$ cat src/sv/mlca_pkg.sv
// Shared types and constants for the masked local color adjust block.
// Holds the configuration record, register indexes, blend modes and fixed-point widths.
// No dependencies.
`timescale 1ns / 1ps
`default_nettype none

package mlca_pkg;

  localparam int SAMPLE_W   = 16;
  localparam int ALPHA_W    = 13;
  localparam int FRAC_BITS  = 12;
  localparam int ONE_Q12    = 4096;
  localparam int HALF_Q12   = 2048;
  localparam int NUM_LAYERS = 8;
  localparam int NUM_MASKS  = NUM_LAYERS + 1;
  localparam int NUM_STAGES = 11;
  localparam int IN_DATA_W  = 168;
  localparam int OUT_DATA_W = 48;
  localparam int ADJ_W      = 27;
  localparam int ADJ2_W     = 34;
  localparam int WEIGHT_W   = 13;
  localparam int WPROD_W    = ADJ_W + WEIGHT_W;

  localparam logic signed [WEIGHT_W-1:0] LUMA_W [3] = '{13'sd871, 13'sd2929, 13'sd296};

  typedef enum logic [2:0] {
    REG_LAYER_COUNT       = 3'd0,
    REG_LAYER_ENABLE      = 3'd1,
    REG_LAYER_INVERT      = 3'd2,
    REG_LAYER_BLEND       = 3'd3,
    REG_EXTRA_MASK_CTRL   = 3'd4,
    REG_EXPOSURE_GAIN     = 3'd5,
    REG_CONTRAST_FACTOR   = 3'd6,
    REG_SATURATION_FACTOR = 3'd7
  } cfg_reg_e;

  typedef enum logic [1:0] {
    BLEND_OVER   = 2'd0,
    BLEND_MUL    = 2'd1,
    BLEND_SCREEN = 2'd2,
    BLEND_NORMAL = 2'd3
  } blend_e;

  typedef struct packed {
    logic [3:0]  layer_count;
    logic [7:0]  layer_enable;
    logic [7:0]  layer_invert;
    logic [15:0] layer_blend;
    logic [2:0]  extra_mask_ctrl;
    logic [15:0] exposure_gain;
    logic [15:0] contrast_factor;
    logic [15:0] saturation_factor;
  } cfg_t;

  localparam cfg_t CFG_RESET = '{
    layer_count:       4'd0,
    layer_enable:      8'd0,
    layer_invert:      8'd0,
    layer_blend:       16'd0,
    extra_mask_ctrl:   3'd0,
    exposure_gain:     16'd4096,
    contrast_factor:   16'd4096,
    saturation_factor: 16'd4096
  };

  typedef struct packed {
    logic               have;
    logic [ALPHA_W-1:0] alpha;
  } fold_t;

endpackage

`default_nettype wire

$ cat src/sv/mlca_lane_front.sv
// Color lane front half: exposure gain, contrast about one half, luma weight product.
// Uses mlca_pkg for widths and rounding constants.
`timescale 1ns / 1ps
`default_nettype none

module mlca_lane_front (
  input  logic                                   clk_i,
  input  logic [3:1]                             en_i,
  input  logic [mlca_pkg::SAMPLE_W-1:0]          px_i,
  input  logic [15:0]                            gain_i,
  input  logic [15:0]                            contrast_i,
  input  logic signed [mlca_pkg::WEIGHT_W-1:0]   weight_i,
  output logic [mlca_pkg::SAMPLE_W-1:0]          px_o,
  output logic signed [mlca_pkg::ADJ_W-1:0]      adj_o,
  output logic signed [mlca_pkg::WPROD_W-1:0]    wprod_o
);
  import mlca_pkg::*;

  logic [SAMPLE_W-1:0]       px1_q, px2_q, px3_q;
  logic [31:0]               pe_q;
  logic [32:0]               pe_rnd;
  logic [20:0]               expo;
  logic signed [21:0]        centered;
  logic signed [38:0]        pc_d, pc_q;
  logic signed [38:0]        pc_rnd;
  logic signed [ADJ_W-1:0]   adj_d, adj_q;
  logic signed [WPROD_W-1:0] wp_d, wp_q;

  always_comb begin
    pe_rnd   = {1'b0, pe_q} + 33'(HALF_Q12);
    expo     = pe_rnd[32:FRAC_BITS];
    centered = $signed({1'b0, expo}) - $signed(22'(HALF_Q12));
    pc_d     = centered * $signed({1'b0, contrast_i});
    pc_rnd   = pc_q + $signed(39'(HALF_Q12));
    adj_d    = $signed(ADJ_W'(HALF_Q12)) + ADJ_W'(pc_rnd >>> FRAC_BITS);
    wp_d     = adj_d * weight_i;
  end

  always_ff @(posedge clk_i) begin
    if (en_i[1]) begin
      px1_q <= px_i;
      pe_q  <= px_i * gain_i;
    end
    if (en_i[2]) begin
      px2_q <= px1_q;
      pc_q  <= pc_d;
    end
    if (en_i[3]) begin
      px3_q <= px2_q;
      adj_q <= adj_d;
      wp_q  <= wp_d;
    end
  end

  assign px_o    = px3_q;
  assign adj_o   = adj_q;
  assign wprod_o = wp_q;

endmodule

`default_nettype wire

$ cat config.mk
export PLATFORM = sky130hd
export DESIGN_NAME = mlca_lane_front
export DESIGN_NICKNAME = d
export VERILOG_FILES = /design/src/sv/mlca_pkg.sv /design/src/sv/mlca_lane_front.sv
export SDC_FILE = /design/constraint.sdc
export NUM_CORES = 2
export LEC_CHECK = 0
export BUFFER_PORTS_ARGS = -buffer_cell sky130_fd_sc_hd__buf_2
export CAP_MARGIN = 20
export CORE_MARGIN = 2
export CORE_UTILIZATION = 65
export DETAILED_ROUTE_END_ITERATION = 8
export PLACE_DENSITY = 0.83
export SYNTH_ARGS = -nofsm -noshare
export SYNTH_HDL_FRONTEND = slang
export SYNTH_SLANG_ARGS = --single-unit
$ cat constraint.sdc
create_clock -name clk_i -period 12 [get_ports clk_i]
set_input_delay 1.2 -clock clk_i [delete_from_list [all_inputs] [get_ports clk_i]]
set_output_delay 1.2 -clock clk_i [all_outputs]
set_load 0.005 [all_outputs]
==> metrics.txt <==
Clock Path Buffers 2; Antenna Nets Post-Route 0; Fill cells 4356; final setup fails 0; Root Driver clkbuf_16; Setup Buffers After CTS 0; final worst-path cycle share 76.6%; Yosys top cell by area fa_1; # IOs 148; Num CTS Buffers 17; Fmax 0.109 GHz; TNS Setup 0 ns; RSZ-0062 raised after global routing no; clk sinks 164; asr flop ratio synth 0%; Max Slew Vio Count 0; die area 61100 um^2; via count 26857; Worst Hold Class reg2reg; FF-to-FF setup slack 2.81 ns; final instance area 40500 um^2; post-synthesis sequential area ratio 12.8%; Post-Synthesis Mean Instance Area 9.64 um^2; post-synth top area share 44.2%; fraction of layout cells with a size suffix above 1 6.28%; Clock transition at path regs 0.09 ns; Post-synth EDFFs 164; Slew @ Worst Pin 1.17 ns; Post-Syn Area 38500 um^2; status finished, final reports clean; initial core utilization 65.4%; gr ovfl total 0; CTS H-tree lvls 4; Worst Setup Path Type reg2reg; CP most frequent cell fa_1; I/O Buffers 147; worst skew pair latency 0.50 ns; Distinct cells, synth 62; slowest stage cell on the critical path xor2_1; Slew headroom 21.8%; Antenna diodes 0; row cnt 89; largest cells by area after synthesis fa_1 44%, edfxtp_1 13%, ha_1 9.6%; Synth Warn # 0; Post-CTS Resized 0; global-route track usage on met3 4.99%; die span in x 247 um; Core ar. 58800 um^2; Post-CTS Hold Buffers 0; DR iter-0 viols 1910; Critical Path AT 9.45 ns; Most Crowded Layer GR met2; Initial DRT Pass Iterations 5; endpoints failing hold 0; Final nets 5242; per-cell routed wire length 18.0 um; dpl cell area 39900 um^2; slowest stage delay, CP 0.89 ns; vias in the first global route 29633; Period minus WS final 9.19 ns; GPL Wtd Cong 0.924; worst-path fanout max 14; dpl hpwl 68700 um; MaxCap Viol Count 0; TritonCTS clock tree done; Vias/cell 5.58; required time worst endpoint 12.25 ns; Worst Reg-to-Reg Cells 33; skew final 0.0216 ns; Worst setup SP type register; final WL 86700 um; synthesis-to-layout area growth 5.25%; global-route wire length before repair 146000 um; pin count of the biggest net entering global routing 62; Syn Nets 5203; met1 GRT Util 38.4%; dpl ws 2.84 ns; Cells after Synth 3992; initial antenna violation count 2; Worst Setup End Kind register; GRT met2 Usage 53.0%; DRC violation count after routing 0; setup slack after layout 2.81 ns; Post-synth top flop edfxtp_1; GRT Total Usage 30.6%; hold path cells 0; Die H 247 um; FF+latch count, synth 164
==> worst paths after layout <==
kind / start / endpoint
worst min-delay path: px1_q[12] / px2_q[12]
worst max register to register: pc_q[11] / wprod_o[37]
worst max-delay path: pc_q[11] / wprod_o[37]
worst min register to register: px1_q[12] / px2_q[12]
==> cells in the final DEF (no fill, tap or decap), types with 12 or more instances in the layout <==
cell type	count
and3_1	14
buf_4	35
fa_1	850
a21oi_1	74
nor3_1	24
and4_1	12
buf_2	146
a21o_1	23
xor2_1	37
xnor2_1	111
ha_1	296
clkbuf_16	17
nor2_1	55
o21a_1	15
nor2b_1	17
nand2_1	596
edfxtp_1	164
and2_1	362
nand3_1	34
or2_2	21
nand2b_1	23
nand4_1	17
inv_1	965
o21ai_0	29
==> state kept, by name (all words and copies together), names as in the netlist <==
signal and flops:
pe_q 21, px_o 16, px1_q 16, adj_o 27, pc_q 28, wprod_o 40
px2_q 16
==> routing by layer <==
| metal | vias to the layer above | share of wire, % |
|---|---|---|
| li1 | 11843 | - |
| met1 | 13579 | 38 |
| met2 | 1186 | 51 |
| met3 | 245 | 7.5 |
| met4 | 4 | 3.8 |
| met5 | - | 0.024 |
==> cells by family (layout without fill, tap and decap cells) <==
family	after synthesis	after routing	synth area share, %
compound gates	195	195	3.20
xor+xnor	160	160	3.66
fa+ha+maj	1152	1152	54.0
buf+inv	1126	1178	11.1
flops	164	164	12.8
mux	3	3	0.0911
simple gates	1192	1192	15.1
==> cells in the mapped netlist, drive strengths merged, types with 18 or more instances <==
cell type  count
and2         363
ha           296
or2           22
xor2          40
clkbuf       144
nor2          55
a21o          23
nand2b        23
xnor2        120
edfxtp       164
o21ai         30
inv          965
nand3         34
nand4         18
nor3          24
a21oi         75
nand2        596
fa           850
==> cell type report <==
type	count	area [um^2]	share of cell area [%]
clock buffer	17	425	1.05
clock inverter	15	196	0.485
inverter	965	3620	8.95
multi-input combinational	2702	29400	72.5
sequential	164	4920	12.2
tap	773	967	2.39
timing repair buffer	181	993	2.45
==> worst max-delay path, delay by kind of cell, from the launching register on <==
family	cells	cell delay (ns)
compound gates	3	0.46
xor+xnor	3	1.18
fa+ha+maj	9	3.56
buf+inv	5	0.46
flops	1	0.35
mux	1	0.21
simple gates	12	2.76
==> stage by stage <==
step	hold slack (ns)	util (%)	cells
floorplan	0.400	-	3992
global placement	0.401	67.8	4784
detailed placement	0.405	67.8	4784
CTS	0.411	68.8	4816
global route	0.425	68.9	4817
finish	0.408	68.9	4817
Power is not shown: default switching activity piles up to over one toggle a cycle in this logic, so the estimate is an artifact.
