File: config.mk
export PLATFORM = sky130hd
export DESIGN_NAME = mlca_luma_merge
export DESIGN_NICKNAME = d
export VERILOG_FILES = /design/src/sv/mlca_pkg.sv /design/src/sv/mlca_luma_merge.sv
export SDC_FILE = /design/constraint.sdc
export NUM_CORES = 1
export LEC_CHECK = 0
export ABC_AREA = 1
export BUFFER_PORTS_ARGS = -buffer_cell sky130_fd_sc_hd__buf_2
export CORE_ASPECT_RATIO = 2
export CORE_MARGIN = 3
export CORE_UTILIZATION = 55
export DETAILED_ROUTE_END_ITERATION = 16
export GPL_TIMING_DRIVEN = 0
export HOLD_SLACK_MARGIN = 0.06
export PLACE_DENSITY_LB_ADDON = 0.2
export SLEW_MARGIN = 40
export SYNTH_ARGS = -nofsm -noshare
export SYNTH_HDL_FRONTEND = slang
export SYNTH_SLANG_ARGS = --single-unit
File: constraint.sdc
create_clock -name clk_i -period 6.9 [get_ports clk_i]
set_input_delay 0.345 -clock clk_i [delete_from_list [all_inputs] [get_ports clk_i]]
set_output_delay 0.345 -clock clk_i [all_outputs]
set_load 0.005 [all_outputs]
File: src/sv/mlca_pkg.sv
// Shared types and constants for the masked local color adjust block.
// Holds the configuration record, register indexes, blend modes and fixed-point widths.
// No dependencies.
`timescale 1ns / 1ps
`default_nettype none

package mlca_pkg;

  localparam int SAMPLE_W   = 16;
  localparam int ALPHA_W    = 13;
  localparam int FRAC_BITS  = 12;
  localparam int ONE_Q12    = 4096;
  localparam int HALF_Q12   = 2048;
  localparam int NUM_LAYERS = 8;
  localparam int NUM_MASKS  = NUM_LAYERS + 1;
  localparam int NUM_STAGES = 11;
  localparam int IN_DATA_W  = 168;
  localparam int OUT_DATA_W = 48;
  localparam int ADJ_W      = 27;
  localparam int ADJ2_W     = 34;
  localparam int WEIGHT_W   = 13;
  localparam int WPROD_W    = ADJ_W + WEIGHT_W;

  localparam logic signed [WEIGHT_W-1:0] LUMA_W [3] = '{13'sd871, 13'sd2929, 13'sd296};

  typedef enum logic [2:0] {
    REG_LAYER_COUNT       = 3'd0,
    REG_LAYER_ENABLE      = 3'd1,
    REG_LAYER_INVERT      = 3'd2,
    REG_LAYER_BLEND       = 3'd3,
    REG_EXTRA_MASK_CTRL   = 3'd4,
    REG_EXPOSURE_GAIN     = 3'd5,
    REG_CONTRAST_FACTOR   = 3'd6,
    REG_SATURATION_FACTOR = 3'd7
  } cfg_reg_e;

  typedef enum logic [1:0] {
    BLEND_OVER   = 2'd0,
    BLEND_MUL    = 2'd1,
    BLEND_SCREEN = 2'd2,
    BLEND_NORMAL = 2'd3
  } blend_e;

  typedef struct packed {
    logic [3:0]  layer_count;
    logic [7:0]  layer_enable;
    logic [7:0]  layer_invert;
    logic [15:0] layer_blend;
    logic [2:0]  extra_mask_ctrl;
    logic [15:0] exposure_gain;
    logic [15:0] contrast_factor;
    logic [15:0] saturation_factor;
  } cfg_t;

  localparam cfg_t CFG_RESET = '{
    layer_count:       4'd0,
    layer_enable:      8'd0,
    layer_invert:      8'd0,
    layer_blend:       16'd0,
    extra_mask_ctrl:   3'd0,
    exposure_gain:     16'd4096,
    contrast_factor:   16'd4096,
    saturation_factor: 16'd4096
  };

  typedef struct packed {
    logic               have;
    logic [ALPHA_W-1:0] alpha;
  } fold_t;

endpackage

`default_nettype wire

File: src/sv/mlca_luma_merge.sv
// Merge of the three color lanes: sums weighted samples into Rec.709 luma.
// Uses mlca_pkg for widths and rounding constants.
`timescale 1ns / 1ps
`default_nettype none

module mlca_luma_merge (
  input  logic                                 clk_i,
  input  logic                                 en_i,
  input  logic signed [mlca_pkg::WPROD_W-1:0]  wprod_r_i,
  input  logic signed [mlca_pkg::WPROD_W-1:0]  wprod_g_i,
  input  logic signed [mlca_pkg::WPROD_W-1:0]  wprod_b_i,
  output logic signed [mlca_pkg::ADJ_W-1:0]    luma_o
);
  import mlca_pkg::*;

  logic signed [WPROD_W+1:0] sum;
  logic signed [ADJ_W-1:0]   luma_q;

  assign sum = (WPROD_W+2)'(wprod_r_i) + (WPROD_W+2)'(wprod_g_i)
             + (WPROD_W+2)'(wprod_b_i) + $signed((WPROD_W+2)'(HALF_Q12));

  always_ff @(posedge clk_i) begin
    if (en_i) begin
      luma_q <= ADJ_W'(sum >>> FRAC_BITS);
    end
  end

  assign luma_o = luma_q;

endmodule

`default_nettype wire

==> impl_metrics.sql <==
INSERT INTO impl_metrics (metric_group, metric, value, unit) VALUES
('timing', 'timing.final.max_slew_violations', '0', ''),
('clock_network', 'cts_buffer_depth', '2', ''),
('detailed_routing', 'route.vias.total', '4737', ''),
('clock_network', 'post_cts.repair.setup_buffers', '0', ''),
('pwr', 'p_clk_share', '11.3', '%'),
('clock_network', 'tritoncts_clock_tree', 'built', ''),
('die', 'core', '8350', 'um2'),
('cells_and_area', 'antenna_cells_inserted', '0', ''),
('setup_path', 'worst-endpoint-arrival', '2.97', 'ns'),
('yosys', 'synth-seq-area-share', '16.9', '%'),
('setup_path', 'critical_path.endpoint_type', 'flop', ''),
('cells_and_area', 'area.growth.synth_to_final', '19.4', '%'),
('yosys', 'synth.lib_cells_used.distinct', '28', ''),
('timing', 'hold_slack', '0.659', 'ns'),
('pwr', 'total_leakage_power', '3.41', 'nW'),
('cells_and_area', 'multi_input_area', '3300', 'um2'),
('hold_path', 'min_to', 'luma_o[26]', ''),
('global_routing', 'grt_pass1_vias', '5043', ''),
('clock_network', 'total_clock_buffers_created_by_cts', '3', ''),
('detailed_routing', 'drtPass1Iterations', '4', ''),
('pwr', 'total_power_consumption', '1.26', 'mW'),
('placement', 'gp_congestion', '0.935', ''),
('yosys', 'synthTopCellsByArea', 'ha_1 (19%), edfxtp_1 (17%), fa_1 (15%)', ''),
('timing', 'tns', '0', 'ns'),
('setup_path', 'crit_slowest_cell', 'fa_1', ''),
('global_routing', 'antenna_found_initial', '0', ''),
('pwr', 'internal_power', '660', 'uW'),
('cells_and_area', 'fraction_of_final_layout_cells_sized_beyond_drive_strength_1', '20.1', '%'),
('setup_path', 'path_buf_inv', '3', ''),
('setup_path', 'cpPeakStageDelay', '0.53', 'ns'),
('pwr', 'pwr-share-seq', '22.7', '%'),
('yosys', 'synth.top_cell.area_share', '18.8', '%'),
('detailed_routing', 'drt_wl_total', '13700', 'um'),
('setup_path', 'cp.required', '6.93', 'ns'),
('pwr', 'switchingPower', '598', 'uW'),
('clock_network', 'numClockSinks', '27', ''),
('clock_network', 'postCtsResizedCells', '0', ''),
('yosys', 'synth.ff_latch_count', '27', ''),
('global_routing', 'wire_length_of_the_first_global_routing_pass', '21600', 'um'),
('yosys', 'synth.net_count', '891', ''),
('pwr', 'irDropWorstVdd', '0.000119', 'V'),
('clock_network', 'clk_transition_reported_paths', '0.07', 'ns'),
('setup_path', 'critPathLaunchType', 'input port', ''),
('clock_network', 'hold_buffers', '0', ''),
('cells_and_area', 'largest_register_ff_count', '27', ''),
('clock_network', 'cts.htree.levels', '1', ''),
('cells_and_area', 'seq_area', '811', 'um2'),
('placement', 'placement.io_buffers', '145', ''),
('setup_path', 'crit_path_cell_trace', 'buf_2 > inv_1 > fa_1 > inv_1 > ha_1 > ha_1 > a21oi_1 > o21ai_0 > a21oi_1 > nor2_1 > nor3_2 > nand2_1 > nand2_1 > nand2_1', ''),
('detailed_routing', 'drt_first_iter_violations', '150', ''),
('die', 'die_footprint', '9930', 'um2'),
('yosys', 'syn-instance-count', '660', ''),
('setup_path', 'cp_common_cell', 'nand2_1', ''),
('yosys', 'syn-mean-instance-area', '7.25', 'um2'),
('hold_path', 'holdCritPathClass', 'in -> reg', ''),
('pwr', 'cellPowerDensity', '220', 'nW/um2'),
('die', 'rows', '47', ''),
('timing', 'grt_setup_unrepaired', 'no', ''),
('placement', 'dp_hpwl', '12400', 'um'),
('setup_path', 'crit_path_leading_delay_family', 'adder cells', ''),
('global_routing', 'grt.overflow.total', '0', ''),
('pwr', 'power_switching_share', '47.5', '%'),
('timing', 'setup_viol_count_final', '0', ''),
('timing', 'min_period', '2.94', 'ns'),
('die', 'fp.dieH', '138', 'um'),
('global_routing', 'grt_max_degree', '28', ''),
('cells_and_area', 'final_nets', '1041', ''),
('status', 'outcome', 'finished clean', ''),
('cells_and_area', 'nFillCells', '727', ''),
('detailed_routing', 'route.antenna.remaining_nets', '0', ''),
('die', 'floorplan.initialDensity', '57.3', '%');
[routing by layer]
layer | routed length (um) | up-vias | track usage [%] | share of wire [%]
met5 | 0 | - | 0 | 0
met4 | 674 | 0 | 15.4 | 4.9
met3 | 376 | 41 | 1.67 | 2.7
li1 | - | 2360 | - | -
met2 | 8460 | 136 | 60.2 | 62
met1 | 4240 | 2200 | 23.7 | 31
[per-stage QoR]
stage               util, %  instances  worst slack, ns  instance area, um2
floorplan                 -        660             4.27                4790
global placement       67.5        903             3.70                5640
detailed placement     67.5        903             3.70                5640
CTS                    68.4        907             3.98                5710
global route           68.4        907             3.71                5710
finish                 68.4        907             3.96                5710
[final cells by class]
type | count | share of cell area [%]
tap | 98 | 2.15
multi-input combinational | 452 | 57.7
inverter | 181 | 11.9
sequential | 27 | 14.2
timing repair buffer | 145 | 12.7
clock buffer | 4 | 1.38
[synth_stat cells]
| cell | count |
|---|---|
| nand2_1 | 134 |
| o21ai_1 | 1 |
| nor2_1 | 49 |
| nor2_2 | 3 |
| nor4_1 | 3 |
| nand3_2 | 3 |
| xor2_1 | 13 |
| a21boi_2 | 1 |
| o21bai_1 | 1 |
| nor3_1 | 10 |
| xnor2_1 | 5 |
| o21ai_0 | 24 |
| o211ai_1 | 1 |
| nor3_2 | 3 |
| ha_1 | 72 |
| nand3b_1 | 1 |
| o311ai_0 | 1 |
| a31oi_1 | 1 |
| a21oi_1 | 48 |
| o21a_1 | 5 |
| inv_1 | 181 |
| edfxtp_1 | 27 |
| nand3_1 | 20 |
| nand4_1 | 7 |
| nor4_2 | 1 |
| nand2_2 | 4 |
| a21o_1 | 4 |
| fa_1 | 37 |
[worst max path at each step]
stage / end / cells after the start / slack, ns / from
floorplan: luma_o[21] / 13 / 4.27 / wprod_r_i[20]
global placement: luma_o[23] / 13 / 3.70 / wprod_r_i[27]
detailed placement: luma_o[21] / 14 / 3.70 / wprod_r_i[20]
CTS: luma_o[21] / 15 / 3.98 / wprod_r_i[12]
global route: luma_o[21] / 14 / 3.71 / wprod_r_i[20]
finish: luma_o[21] / 14 / 3.96 / wprod_r_i[20]
[power groups by stage]
stage | registers [mW] | clock network, mW | logic, mW
floorplan | 0.296 | 0 | 0.533
global placement | 0.287 | 0 | 0.809
detailed placement | 0.289 | 0 | 0.828
CTS | 0.286 | 0.140 | 0.832
global route | 0.290 | 0.147 | 0.938
finish | 0.285 | 0.142 | 0.830
[kinds of logic after synthesis]
group / count (synthesis) / synth area share, %
buffers and inverters: 181 / 14.2
AND/OR/NAND/NOR: 238 / 21.4
adder cells (fa/ha/maj): 109 / 34.3
flip-flops: 27 / 16.9
XOR/XNOR: 18 / 3.29
AO/OA/AOI/OAI: 87 / 9.91
Power figures use the tool's default switching activity.
