===== config.mk =====
export PLATFORM = sky130hd
export DESIGN_NAME = mlca_fold_stage
export DESIGN_NICKNAME = d
export VERILOG_FILES = /design/src/sv/mlca_pkg.sv /design/src/sv/mlca_fold_stage.sv
export SDC_FILE = /design/constraint.sdc
export NUM_CORES = 1
export LEC_CHECK = 0
export BUFFER_PORTS_ARGS = -buffer_cell sky130_fd_sc_hd__buf_4
export CAP_MARGIN = 20
export CORE_MARGIN = 2
export CORE_UTILIZATION = 59
export CTS_CLUSTER_SIZE = 28
export DETAILED_ROUTE_END_ITERATION = 16
export GPL_ROUTABILITY_DRIVEN = 0
export PLACE_DENSITY = 0.92
export SYNTH_ARGS = -nofsm -noshare
export SYNTH_HDL_FRONTEND = slang
export SYNTH_SLANG_ARGS = --single-unit
export TNS_END_PERCENT = 1

===== constraint.sdc =====
create_clock -name clk_i -period 10.4 [get_ports clk_i]
set_clock_uncertainty 0.1 [all_clocks]
set_input_delay 1.04 -clock clk_i [delete_from_list [all_inputs] [get_ports clk_i]]
set_output_delay 1.04 -clock clk_i [all_outputs]
set_load 0.005 [all_outputs]

===== src/sv/mlca_pkg.sv =====
// Shared types and constants for the masked local color adjust block.
// Holds the configuration record, register indexes, blend modes and fixed-point widths.
// No dependencies.
`timescale 1ns / 1ps
`default_nettype none

package mlca_pkg;

  localparam int SAMPLE_W   = 16;
  localparam int ALPHA_W    = 13;
  localparam int FRAC_BITS  = 12;
  localparam int ONE_Q12    = 4096;
  localparam int HALF_Q12   = 2048;
  localparam int NUM_LAYERS = 8;
  localparam int NUM_MASKS  = NUM_LAYERS + 1;
  localparam int NUM_STAGES = 11;
  localparam int IN_DATA_W  = 168;
  localparam int OUT_DATA_W = 48;
  localparam int ADJ_W      = 27;
  localparam int ADJ2_W     = 34;
  localparam int WEIGHT_W   = 13;
  localparam int WPROD_W    = ADJ_W + WEIGHT_W;

  localparam logic signed [WEIGHT_W-1:0] LUMA_W [3] = '{13'sd871, 13'sd2929, 13'sd296};

  typedef enum logic [2:0] {
    REG_LAYER_COUNT       = 3'd0,
    REG_LAYER_ENABLE      = 3'd1,
    REG_LAYER_INVERT      = 3'd2,
    REG_LAYER_BLEND       = 3'd3,
    REG_EXTRA_MASK_CTRL   = 3'd4,
    REG_EXPOSURE_GAIN     = 3'd5,
    REG_CONTRAST_FACTOR   = 3'd6,
    REG_SATURATION_FACTOR = 3'd7
  } cfg_reg_e;

  typedef enum logic [1:0] {
    BLEND_OVER   = 2'd0,
    BLEND_MUL    = 2'd1,
    BLEND_SCREEN = 2'd2,
    BLEND_NORMAL = 2'd3
  } blend_e;

  typedef struct packed {
    logic [3:0]  layer_count;
    logic [7:0]  layer_enable;
    logic [7:0]  layer_invert;
    logic [15:0] layer_blend;
    logic [2:0]  extra_mask_ctrl;
    logic [15:0] exposure_gain;
    logic [15:0] contrast_factor;
    logic [15:0] saturation_factor;
  } cfg_t;

  localparam cfg_t CFG_RESET = '{
    layer_count:       4'd0,
    layer_enable:      8'd0,
    layer_invert:      8'd0,
    layer_blend:       16'd0,
    extra_mask_ctrl:   3'd0,
    exposure_gain:     16'd4096,
    contrast_factor:   16'd4096,
    saturation_factor: 16'd4096
  };

  typedef struct packed {
    logic               have;
    logic [ALPHA_W-1:0] alpha;
  } fold_t;

endpackage

`default_nettype wire


===== src/sv/mlca_fold_stage.sv =====
// One mask layer of the alpha fold: clamp, invert, blend into the running alpha.
// Uses mlca_pkg for the fold record and blend modes.
`timescale 1ns / 1ps
`default_nettype none

module mlca_fold_stage (
  input  logic                          clk_i,
  input  logic                          en_i,
  input  mlca_pkg::fold_t               fold_i,
  input  logic [mlca_pkg::ALPHA_W-1:0]  raw_alpha_i,
  input  logic                          layer_on_i,
  input  logic                          invert_i,
  input  mlca_pkg::blend_e              mode_i,
  output mlca_pkg::fold_t               fold_o
);
  import mlca_pkg::*;

  logic [ALPHA_W-1:0]   clamped;
  logic [ALPHA_W-1:0]   layer_alpha;
  logic [ALPHA_W-1:0]   op_x;
  logic [ALPHA_W-1:0]   op_y;
  logic [2*ALPHA_W-1:0] prod;
  logic [2*ALPHA_W-1:0] prod_rnd;
  logic [ALPHA_W-1:0]   scaled;
  logic [ALPHA_W-1:0]   merged;
  fold_t                fold_d;
  fold_t                fold_q;

  always_comb begin
    clamped     = (raw_alpha_i > ALPHA_W'(ONE_Q12)) ? ALPHA_W'(ONE_Q12) : raw_alpha_i;
    layer_alpha = invert_i ? ALPHA_W'(ONE_Q12) - clamped : clamped;
    case (mode_i)
      BLEND_MUL: begin
        op_x = fold_i.alpha;
        op_y = layer_alpha;
      end
      BLEND_SCREEN: begin
        op_x = ALPHA_W'(ONE_Q12) - fold_i.alpha;
        op_y = ALPHA_W'(ONE_Q12) - layer_alpha;
      end
      default: begin
        op_x = layer_alpha;
        op_y = ALPHA_W'(ONE_Q12) - fold_i.alpha;
      end
    endcase
    prod     = op_x * op_y;
    prod_rnd = prod + (2*ALPHA_W)'(HALF_Q12);
    scaled   = prod_rnd[FRAC_BITS +: ALPHA_W];
    case (mode_i)
      BLEND_MUL:    merged = scaled;
      BLEND_SCREEN: merged = ALPHA_W'(ONE_Q12) - scaled;
      default:      merged = fold_i.alpha + scaled;
    endcase
    if (!layer_on_i) begin
      fold_d = fold_i;
    end else if (!fold_i.have) begin
      fold_d = '{have: 1'b1, alpha: layer_alpha};
    end else begin
      fold_d = '{have: 1'b1, alpha: merged};
    end
  end

  always_ff @(posedge clk_i) begin
    if (en_i) begin
      fold_q <= fold_d;
    end
  end

  assign fold_o = fold_q;

endmodule

`default_nettype wire


==> results <==
- In the final timing run, aggregate negative setup slack is 0 ns.
- Counting along the longest clock path gives a buffer depth of 2.
- Among all flip-flop cells after synthesis, the most frequent one is edfxtp_1.
- The die outline area is between 15000 and 20000 sq um.
- 0 antenna diodes ended up in the layout.
- The floorplan die height is 125 um.
- During I/O placement, the number of pins put on the boundary was between 40 and 50.
- The class of the tightest hold or removal check is primary input to flip-flop.
- The tool flagged a number of max-cap violations equal to 0.
- The first TritonRoute pass finished after 9 iterations.
- The global routing usage summed across all routing layers is 0.331.
- The register with the most flip-flops in the layout has 14 of them.
- The wire length of the first global-routing pass is roughly 42 mm.
- The type of the worst setup path is primary input to flip-flop.
- The initial utilization of the core area, before any placement, comes to 0.598.
- With fillers left out, the area of the finished cells amounts to roughly 10000 sq um.
- The slowest cell on the critical path is fa_1.
- Hold is met by 1.06 ns.
- The flow ran to the end, and the final reports show no timing, DRC or antenna violations.
- The worst setup path is launched from a primary input.
- The post-synthesis cell count is roughly 1100.
- At the end of the flow, the number of nets in the layout was ~1400.
- The number of enable flip-flop cells after synthesis is 14.
- The core outline area is 14400 sq um.
- In this run, post-CTS hold repair placed 0 buffers.
- Across all setup checks in the final design, the least slack found is around 0.0056 ns.
- The number of clock buffers inserted by TritonCTS is 3.
- The count of buffers from port buffering is 46.
- The routed wirelength normalized by instance count is around 20 um.
- The normalized max-slew margin is 0.532.
- In this run, synthesis produced a sequential element count of 14.
- The number of hold violations in the final report is 0.
- After synthesis, the netlist uses 81 different library cells.
- The number of antenna violations at the first check in global routing is 0.
- The largest driver fanout on the critical path is 7.
- Of the available clock period, the critical path in the final layout requires 0.999.
- For this run, the register share of the synthesized area comes to 0.0487.
- The initialized floorplan defines 44 standard-cell rows.
- The share of layout cells above drive strength 1 is 0.198.
- The leakage component of the power is 4.87 nW.
- The final setup violation count is 0.
- The fraction of synthesized cell area taken by the top area cell type is 0.281.
- For this block, the initial DRC count from the detailed router was between 1000 and 1500.
- The maximum VDD drop is ~0.33 mV.
- The TritonCTS sink count is 14.
- The area added between synthesis and finish is 18.5%.
- The required arrival time at the worst endpoint is between 10 and 15 ns.
- Synthesis produced a netlist with a net count of between 1000 and 1500.
- Of all flip-flops after synthesis, the portion carrying an async set or reset was 0.
- The level count of the clock H-tree is 1.
- The endpoint class of the critical path is a flip-flop.
- The minimum period implied by the final worst setup slack is roughly 10 ns.
- The total of warnings raised by yosys is 0.
- The transition time of the tightest slew-check pin is 0.702 ns.
- After detailed placement, the total cell area comes to a little under 10000 sq um.
- The routed layout has approximately 8800 vias.
- The cell type with the highest aggregate area in the netlist is fa_1.
- The number of global-route vias before repair is roughly 9000.
- At the worst endpoint, the arrival time is 10.28 ns.
- In this run the clock root is driven by a clkbuf_16.
- The design draws roughly 3.6 mW.
- By count the netlist is led by nand2_1, inv_1, fa_1, ha_1, nor2_1.
- The remaining global-route overflow is 0.
- In this run the power density over the cells is 354 nW/um^2.
- In the routed design, unresolved DRC markers number 0.
- The maximum number of pins on one net before global-route repair is 83.
- Yosys attributes the largest share of cell area to fa_1, ha_1, nand2_1.
- From left edge to right edge, the die measures 125 um.
- The number of nets with antenna violations after routing is 0.
- After detailed routing, the number of vias per cell comes to around 6.5.
- Among the stages of the critical path, the cell type that occurs most often is fa_1.
- The largest stage delay on the critical path is 0.58 ns.
- The routed wire length is around 28 mm.
- The HPWL after detailed placement is roughly 21 mm.
- The CTS tree is done.
- The most repeated cell in the gate-level netlist after synthesis is nand2_1.
- The netlist area before placement is approximately 8600 sq um.
- The post-synthesis area per instance is about 8.2 sq um.
- The count of pins over their slew limit is 0.
- The maximum operating frequency is approximately 96 MHz.
- At the placement stage, the worst setup path has a slack of -0.218 ns.
- Clock-pin slew was measured on the worst setup and hold paths at 0.05 ns.
final timing paths:
path                            from         end  slack [ns]  cells past startpoint
worst max-delay path  raw_alpha_i[3]  fold_o[12]       0.006                     34
worst min-delay path      fold_i[10]  fold_o[10]        1.06                      2
cells in the final DEF, fill, tap and decap left out, types with 6 or more instances in the layout:
cell,Yosys,routed
a21o_1,8,8
fa_1,121,119
o21ai_0,38,36
a21oi_2,0,6
inv_1,152,151
ha_1,99,91
buf_4,0,148
nor3_1,13,9
o21a_1,10,10
o21ai_1,10,8
nor2_1,69,67
xnor2_1,40,38
nand3_1,6,6
edfxtp_1,14,14
xor2_1,13,10
and2_1,31,31
mux2_2,7,6
a22oi_1,21,19
a21oi_1,41,34
nand2_1,161,158
nor2b_1,11,10
a221oi_1,7,6
nand2b_1,10,9
logic make-up (layout without fill, tap and decap cells):
logic type / after synthesis / count (layout) / share of synthesized area
AO/OA/AOI/OAI: 213 / 213 / 0.176
XOR/XNOR: 56 / 56 / 0.0602
adder cells (fa/ha/maj): 220 / 220 / 0.424
buffers and inverters: 194 / 305 / 0.0847
flip-flops: 14 / 14 / 0.0487
multiplexers: 11 / 11 / 0.0139
AND/OR/NAND/NOR: 350 / 350 / 0.192
stage by stage:
step	std cells	utilization
2_1_floorplan	1058	-
3_3_place_gp	1338	0.681
3_5_place_dp	1338	0.681
4_1_cts	1342	0.687
5_1_grt	1353	0.709
6_report	1353	0.709
cell type report:
type	count	area (sq um)
Clock buffer	3	75.1
Timing Repair Buffer	149	1130
Fill cell	987	4200
Multi-Input combinational cell	850	7790
Tap cell	184	230
Inverter	152	571
Sequential cell	14	420
Clock inverter	1	3.75
layer usage:
layer,wire length [um],track usage,vias up
met5,0,0,-
met4,2150,0.163,0
met3,3020,0.0571,242
met2,13000,0.571,648
met1,9390,0.401,4079
li1,-,-,3787
power breakdown:
group / internal (mW) / switching (mW)
logic: 1.58 / 1.88
clock network: 0.0510 / 0.0232
registers: 0.0850 / 0.00473
what timing repair did:
action,4_1_cts,5_1_grt
pin swaps,0,29
resized for setup,1,49
buffers inserted,0,11
endpoints found under the setup margin,1,7
worst max-delay path: cells and delay by family:
kind                     cells  cell delay, ns
adder cells (fa/ha/maj)      8            3.70
AO/OA/AOI/OAI               13            3.13
AND/OR/NAND/NOR              5            1.18
buffers and inverters        5            0.69
XOR/XNOR                     3            0.52
Note: power is estimated with default switching activity, not from simulation.
