## src/sv/mlca_pkg.sv

```systemverilog
// Shared types and constants for the masked local color adjust block.
// Holds the configuration record, register indexes, blend modes and fixed-point widths.
// No dependencies.
`timescale 1ns / 1ps
`default_nettype none

package mlca_pkg;

  localparam int SAMPLE_W   = 16;
  localparam int ALPHA_W    = 13;
  localparam int FRAC_BITS  = 12;
  localparam int ONE_Q12    = 4096;
  localparam int HALF_Q12   = 2048;
  localparam int NUM_LAYERS = 8;
  localparam int NUM_MASKS  = NUM_LAYERS + 1;
  localparam int NUM_STAGES = 11;
  localparam int IN_DATA_W  = 168;
  localparam int OUT_DATA_W = 48;
  localparam int ADJ_W      = 27;
  localparam int ADJ2_W     = 34;
  localparam int WEIGHT_W   = 13;
  localparam int WPROD_W    = ADJ_W + WEIGHT_W;

  localparam logic signed [WEIGHT_W-1:0] LUMA_W [3] = '{13'sd871, 13'sd2929, 13'sd296};

  typedef enum logic [2:0] {
    REG_LAYER_COUNT       = 3'd0,
    REG_LAYER_ENABLE      = 3'd1,
    REG_LAYER_INVERT      = 3'd2,
    REG_LAYER_BLEND       = 3'd3,
    REG_EXTRA_MASK_CTRL   = 3'd4,
    REG_EXPOSURE_GAIN     = 3'd5,
    REG_CONTRAST_FACTOR   = 3'd6,
    REG_SATURATION_FACTOR = 3'd7
  } cfg_reg_e;

  typedef enum logic [1:0] {
    BLEND_OVER   = 2'd0,
    BLEND_MUL    = 2'd1,
    BLEND_SCREEN = 2'd2,
    BLEND_NORMAL = 2'd3
  } blend_e;

  typedef struct packed {
    logic [3:0]  layer_count;
    logic [7:0]  layer_enable;
    logic [7:0]  layer_invert;
    logic [15:0] layer_blend;
    logic [2:0]  extra_mask_ctrl;
    logic [15:0] exposure_gain;
    logic [15:0] contrast_factor;
    logic [15:0] saturation_factor;
  } cfg_t;

  localparam cfg_t CFG_RESET = '{
    layer_count:       4'd0,
    layer_enable:      8'd0,
    layer_invert:      8'd0,
    layer_blend:       16'd0,
    extra_mask_ctrl:   3'd0,
    exposure_gain:     16'd4096,
    contrast_factor:   16'd4096,
    saturation_factor: 16'd4096
  };

  typedef struct packed {
    logic               have;
    logic [ALPHA_W-1:0] alpha;
  } fold_t;

endpackage

`default_nettype wire

```

## src/sv/mlca_lane_back.sv

```systemverilog
// Color lane back half: saturation about luma, alpha mix with the original, clamp.
// Uses mlca_pkg for widths, the fold record and rounding constants.
`timescale 1ns / 1ps
`default_nettype none

module mlca_lane_back (
  input  logic                                clk_i,
  input  logic [mlca_pkg::NUM_STAGES:4]       en_i,
  input  logic [mlca_pkg::SAMPLE_W-1:0]       px_i,
  input  logic signed [mlca_pkg::ADJ_W-1:0]   adj_i,
  input  logic signed [mlca_pkg::ADJ_W-1:0]   luma_i,
  input  logic [15:0]                         sat_i,
  input  mlca_pkg::fold_t                     fold_i,
  output logic [mlca_pkg::SAMPLE_W-1:0]       sample_o
);
  import mlca_pkg::*;

  logic [SAMPLE_W-1:0]      px_q [4:10];
  logic signed [ADJ_W-1:0]  adj4_q;
  logic signed [ADJ_W-1:0]  luma5_q;
  logic signed [ADJ_W:0]    diff;
  logic signed [44:0]       ps_d, ps_q;
  logic signed [44:0]       ps_rnd;
  logic signed [ADJ2_W-1:0] adj2_d;
  logic signed [ADJ2_W-1:0] adj2_q [6:9];
  logic [ALPHA_W-1:0]       alpha_inv;
  logic [28:0]              po_q;
  logic signed [47:0]       pa_q;
  logic                     have10_q;
  logic signed [48:0]       mix_sum;
  logic signed [36:0]       mix_val;
  logic [SAMPLE_W-1:0]      mix_sat;
  logic [SAMPLE_W-1:0]      out_q;

  always_comb begin
    diff      = (ADJ_W+1)'(adj4_q) - (ADJ_W+1)'(luma_i);
    ps_d      = diff * $signed({1'b0, sat_i});
    ps_rnd    = ps_q + $signed(45'(HALF_Q12));
    adj2_d    = ADJ2_W'(luma5_q) + ADJ2_W'(ps_rnd >>> FRAC_BITS);
    alpha_inv = ALPHA_W'(ONE_Q12) - fold_i.alpha;
    mix_sum   = $signed({20'd0, po_q}) + 49'(pa_q) + $signed(49'(HALF_Q12));
    mix_val   = 37'(mix_sum >>> FRAC_BITS);
    if (mix_val[36]) begin
      mix_sat = '0;
    end else if (|mix_val[35:SAMPLE_W]) begin
      mix_sat = '1;
    end else begin
      mix_sat = mix_val[SAMPLE_W-1:0];
    end
  end

  always_ff @(posedge clk_i) begin
    if (en_i[4]) begin
      px_q[4] <= px_i;
      adj4_q  <= adj_i;
    end
    if (en_i[5]) begin
      px_q[5] <= px_q[4];
      ps_q    <= ps_d;
      luma5_q <= luma_i;
    end
    if (en_i[6]) begin
      px_q[6]   <= px_q[5];
      adj2_q[6] <= adj2_d;
    end
    for (int s = 7; s <= 9; s++) begin
      if (en_i[s]) begin
        px_q[s]   <= px_q[s-1];
        adj2_q[s] <= adj2_q[s-1];
      end
    end
    if (en_i[10]) begin
      px_q[10] <= px_q[9];
      po_q     <= px_q[9] * alpha_inv;
      pa_q     <= adj2_q[9] * $signed({1'b0, fold_i.alpha});
      have10_q <= fold_i.have;
    end
    if (en_i[11]) begin
      out_q <= have10_q ? mix_sat : px_q[10];
    end
  end

  assign sample_o = out_q;

endmodule

`default_nettype wire

```

## config.mk

```make
export PLATFORM = sky130hd
export DESIGN_NAME = mlca_lane_back
export DESIGN_NICKNAME = d
export VERILOG_FILES = /design/src/sv/mlca_pkg.sv /design/src/sv/mlca_lane_back.sv
export SDC_FILE = /design/constraint.sdc
export NUM_CORES = 2
export LEC_CHECK = 0
export ABC_AREA = 1
export ABC_CLOCK_PERIOD_IN_PS = 11600
export BUFFER_PORTS_ARGS = -buffer_cell sky130_fd_sc_hd__buf_4
export CORE_MARGIN = 2
export CORE_UTILIZATION = 55
export DETAILED_ROUTE_END_ITERATION = 16
export GPL_ROUTABILITY_DRIVEN = 0
export GPL_TIMING_DRIVEN = 0
export PLACE_DENSITY_LB_ADDON = 0.15
export SLEW_MARGIN = 20
export SYNTH_ARGS = -nofsm -noshare
export SYNTH_HDL_FRONTEND = slang
export SYNTH_SLANG_ARGS = --single-unit
```

## constraint.sdc

```tcl
create_clock -name clk_i -period 11.6 [get_ports clk_i]
set_input_delay 1.16 -clock clk_i [delete_from_list [all_inputs] [get_ports clk_i]]
set_output_delay 1.16 -clock clk_i [all_outputs]
set_load 0.02 [all_outputs]
```

==> impl_metrics.ini <==
[run_status]
status = finished clean

[drt]
drtPass1Iterations = 9
ant_nets = 0
drt_iter0_markers = 3789
vias = 45100
drt_wl_total_um = 165000
via_per_inst = 5.35
drc_errors = 0
wl_per_cell_um = 19.6

[timing]
fin_skew_ns = 0.0634
timing.final.crit_period_ns = 9.60
drv_slew = 0
setup_viol = 0
max_freq_ghz = 0.104
setup_tns_ns = 0
relSlewSlack = 0.205
rsz0062_at_grt = no
worst_pin_slew_ns = 1.19
finalHoldViolCount = 0
post-route-period-util = 0.827

[synth]
synth_area_leaders = fa_1 (33%), edfxtp_1 (22%), inv_1 (11%)
synthArstFlopShare = 0
synth_top_cell_area_share = 0.334
synthFlopType = edfxtp_1
syn_nets = 8323
ys_seq_elements = 430
yosysWarningCount = 0
synthTopCellsByCount = inv_1 (1,783), nand2_1 (1,438), fa_1 (987)
synthMostInstantiatedCell = inv_1
avgSynthCellArea_um2 = 8.69
synth_edf_count = 430
netlist_area_um2 = 59200
yosysSeqAreaShare = 0.218
synth_cell_types = 55
synth_top_cell_by_area = fa_1
syn_inst = 6818

[critical_path]
cp_max_fo = 10
crit_required_ns = 12.00
worstPathArrival_ns = 10.00
slowest_delay_ns = 0.97
crit_type = in2reg
start_kind = input port
cp_num_buf_inv = 10
path_delay_family = adder cells
cp_common_cell = inv_1
end_kind = flop
cpMaxStageDelayCell = xnor2_1

[cts]
post_cts_resized = 0
cts-buffers-inserted = 48
clkLatencyLatePin_ns = 0.66
cts.sinks = 430
h-tree-depth = 2
clkSlewWorstSetupHoldPaths_ns = 0.06
cts-root-buf = clkbuf_16
postCtsHoldBufs = 0
cts_tree = yes
cts_buffer_depth = 3
cts_setup_buffers = 0

[finish]
layout-drive-gt1-share = 0.0411
design_area_um2 = 63500
layout.nets = 8476
synthToLayoutAreaGrowth_pct = 7.21

[global_routing]
grt_max_degree = 95
grt_overflow = 0
grt_pass1_vias = 47100
grt_pass1_wl_um = 259000
antenna_found_initial = 5
grt_usage = 0.305

[place]
place_area_um2 = 61800
io_buffers = 103
dp_hpwl_um = 139000

[floorplan]
dieArea_um2 = 110000
initial_core_util = 0.554
die_x_um = 332
ios = 125
rows = 120
core_area_um2 = 107000
die_h_um = 332

[job]
cap_violations = 0

[hold_path]
hold_class = reg2reg
-- area by class of cell --
class	count	area (µm²)
Timing Repair Buffer	103	777
Sequential cell	430	12900
Antenna cell	3	7.51
Tap cell	1403	1760
Clock buffer	55	1250
Multi-Input combinational cell	4403	38800
Fill cell	9521	43400
Inverter	1796	6740
Clock inverter	35	474
Buffer	189	763
-- metrics by stage --
| step | setup slack (ns) | util | instances | hold slack, ns |
|---|---|---|---|---|
| CTS | 2.31 | 0.594 | 8414 | 0.379 |
| finish | 2.00 | 0.594 | 8417 | 0.374 |
| floorplan | 3.54 | - | 6818 | 0.400 |
| global route | 1.80 | 0.594 | 8416 | 0.396 |
| detailed placement | 1.60 | 0.578 | 8324 | 0.405 |
| global placement | 1.58 | 0.578 | 8324 | 0.400 |
-- worst register-to-register path, delay by kind of cell, from the launching register on --
family / cells / cell delay, ns
AOI/OAI and AO/OA: 5 / 1.40
adders and majority gates: 8 / 3.78
xor gates and xnor gates: 2 / 1.12
buffers and inverters: 8 / 0.89
and+or+nand+nor: 8 / 1.54
DFF: 1 / 0.38
-- kinds of logic (layout without fill, tap and decap cells) --
| logic type | after synthesis | after routing | synth area share |
|---|---|---|---|
| compound gates | 455 | 455 | 0.0426 |
| flops | 430 | 430 | 0.218 |
| other cells | 0 | 3 | 0 |
| xor+xnor | 211 | 211 | 0.0315 |
| simple gates | 2341 | 2341 | 0.161 |
| fa+ha+maj | 1396 | 1396 | 0.420 |
| buf+inv | 1985 | 2178 | 0.127 |
-- flip-flops by register name, summed over array words and instances (netlist names) --
register	flops
pa_q	48
po_q	29
adj2_q	136
px_q	112
sample_o	16
ps_q	34
adj4_q	27
have10_q	1
luma5_q	27
-- metal layers --
layer | GRT usage | wire length [µm] | vias to the layer above
met4 | 0.152 | 9670 | 2
li1 | - | - | 20700
met2 | 0.527 | 80300 | 1837
met1 | 0.369 | 62400 | 22000
met3 | 0.0506 | 12800 | 466
met5 | 0 | 12 | -
-- final timing paths --
check	start	endpoint	slack, ns	cells past startpoint
worst max-delay path	luma_i[2]	ps_q[39]	2.00	33
worst min-delay path	adj2_q[3][43]	adj2_q[4][9]	0.37	0
worst max register to register	adj4_q[2]	ps_q[39]	2.30	31
worst min register to register	adj2_q[3][43]	adj2_q[4][9]	0.37	0
-- cell usage in the layout, fill, tap and decap left out, types with 6 or more instances in the layout --
cell	netlist	final
a21o_1	9	9
a21oi_1	231	231
a31oi_1	45	45
buf_1	37	37
buf_2	8	8
buf_4	3	105
bufinv_16	0	9
clkbuf_1	137	141
clkbuf_16	0	49
clkinv_1	7	12
clkinv_2	0	8
edfxtp_1	430	430
fa_1	987	987
ha_1	409	409
inv_1	1783	1783
inv_2	6	6
nand2_1	1438	1438
nand2_2	16	16
nand3_1	190	190
nand4_1	45	45
nor2_1	518	518
nor2_2	11	11
nor2_4	6	6
nor3_1	39	39
nor4_1	19	19
o211ai_1	9	9
o21a_1	13	13
o21ai_0	94	94
o21ai_1	15	15
o21bai_1	7	7
o221ai_1	7	7
or2_2	33	33
xnor2_1	81	80
xor2_1	128	128
Power is not shown: default switching activity piles up to over one toggle a cycle in this logic, so the estimate is an artifact.
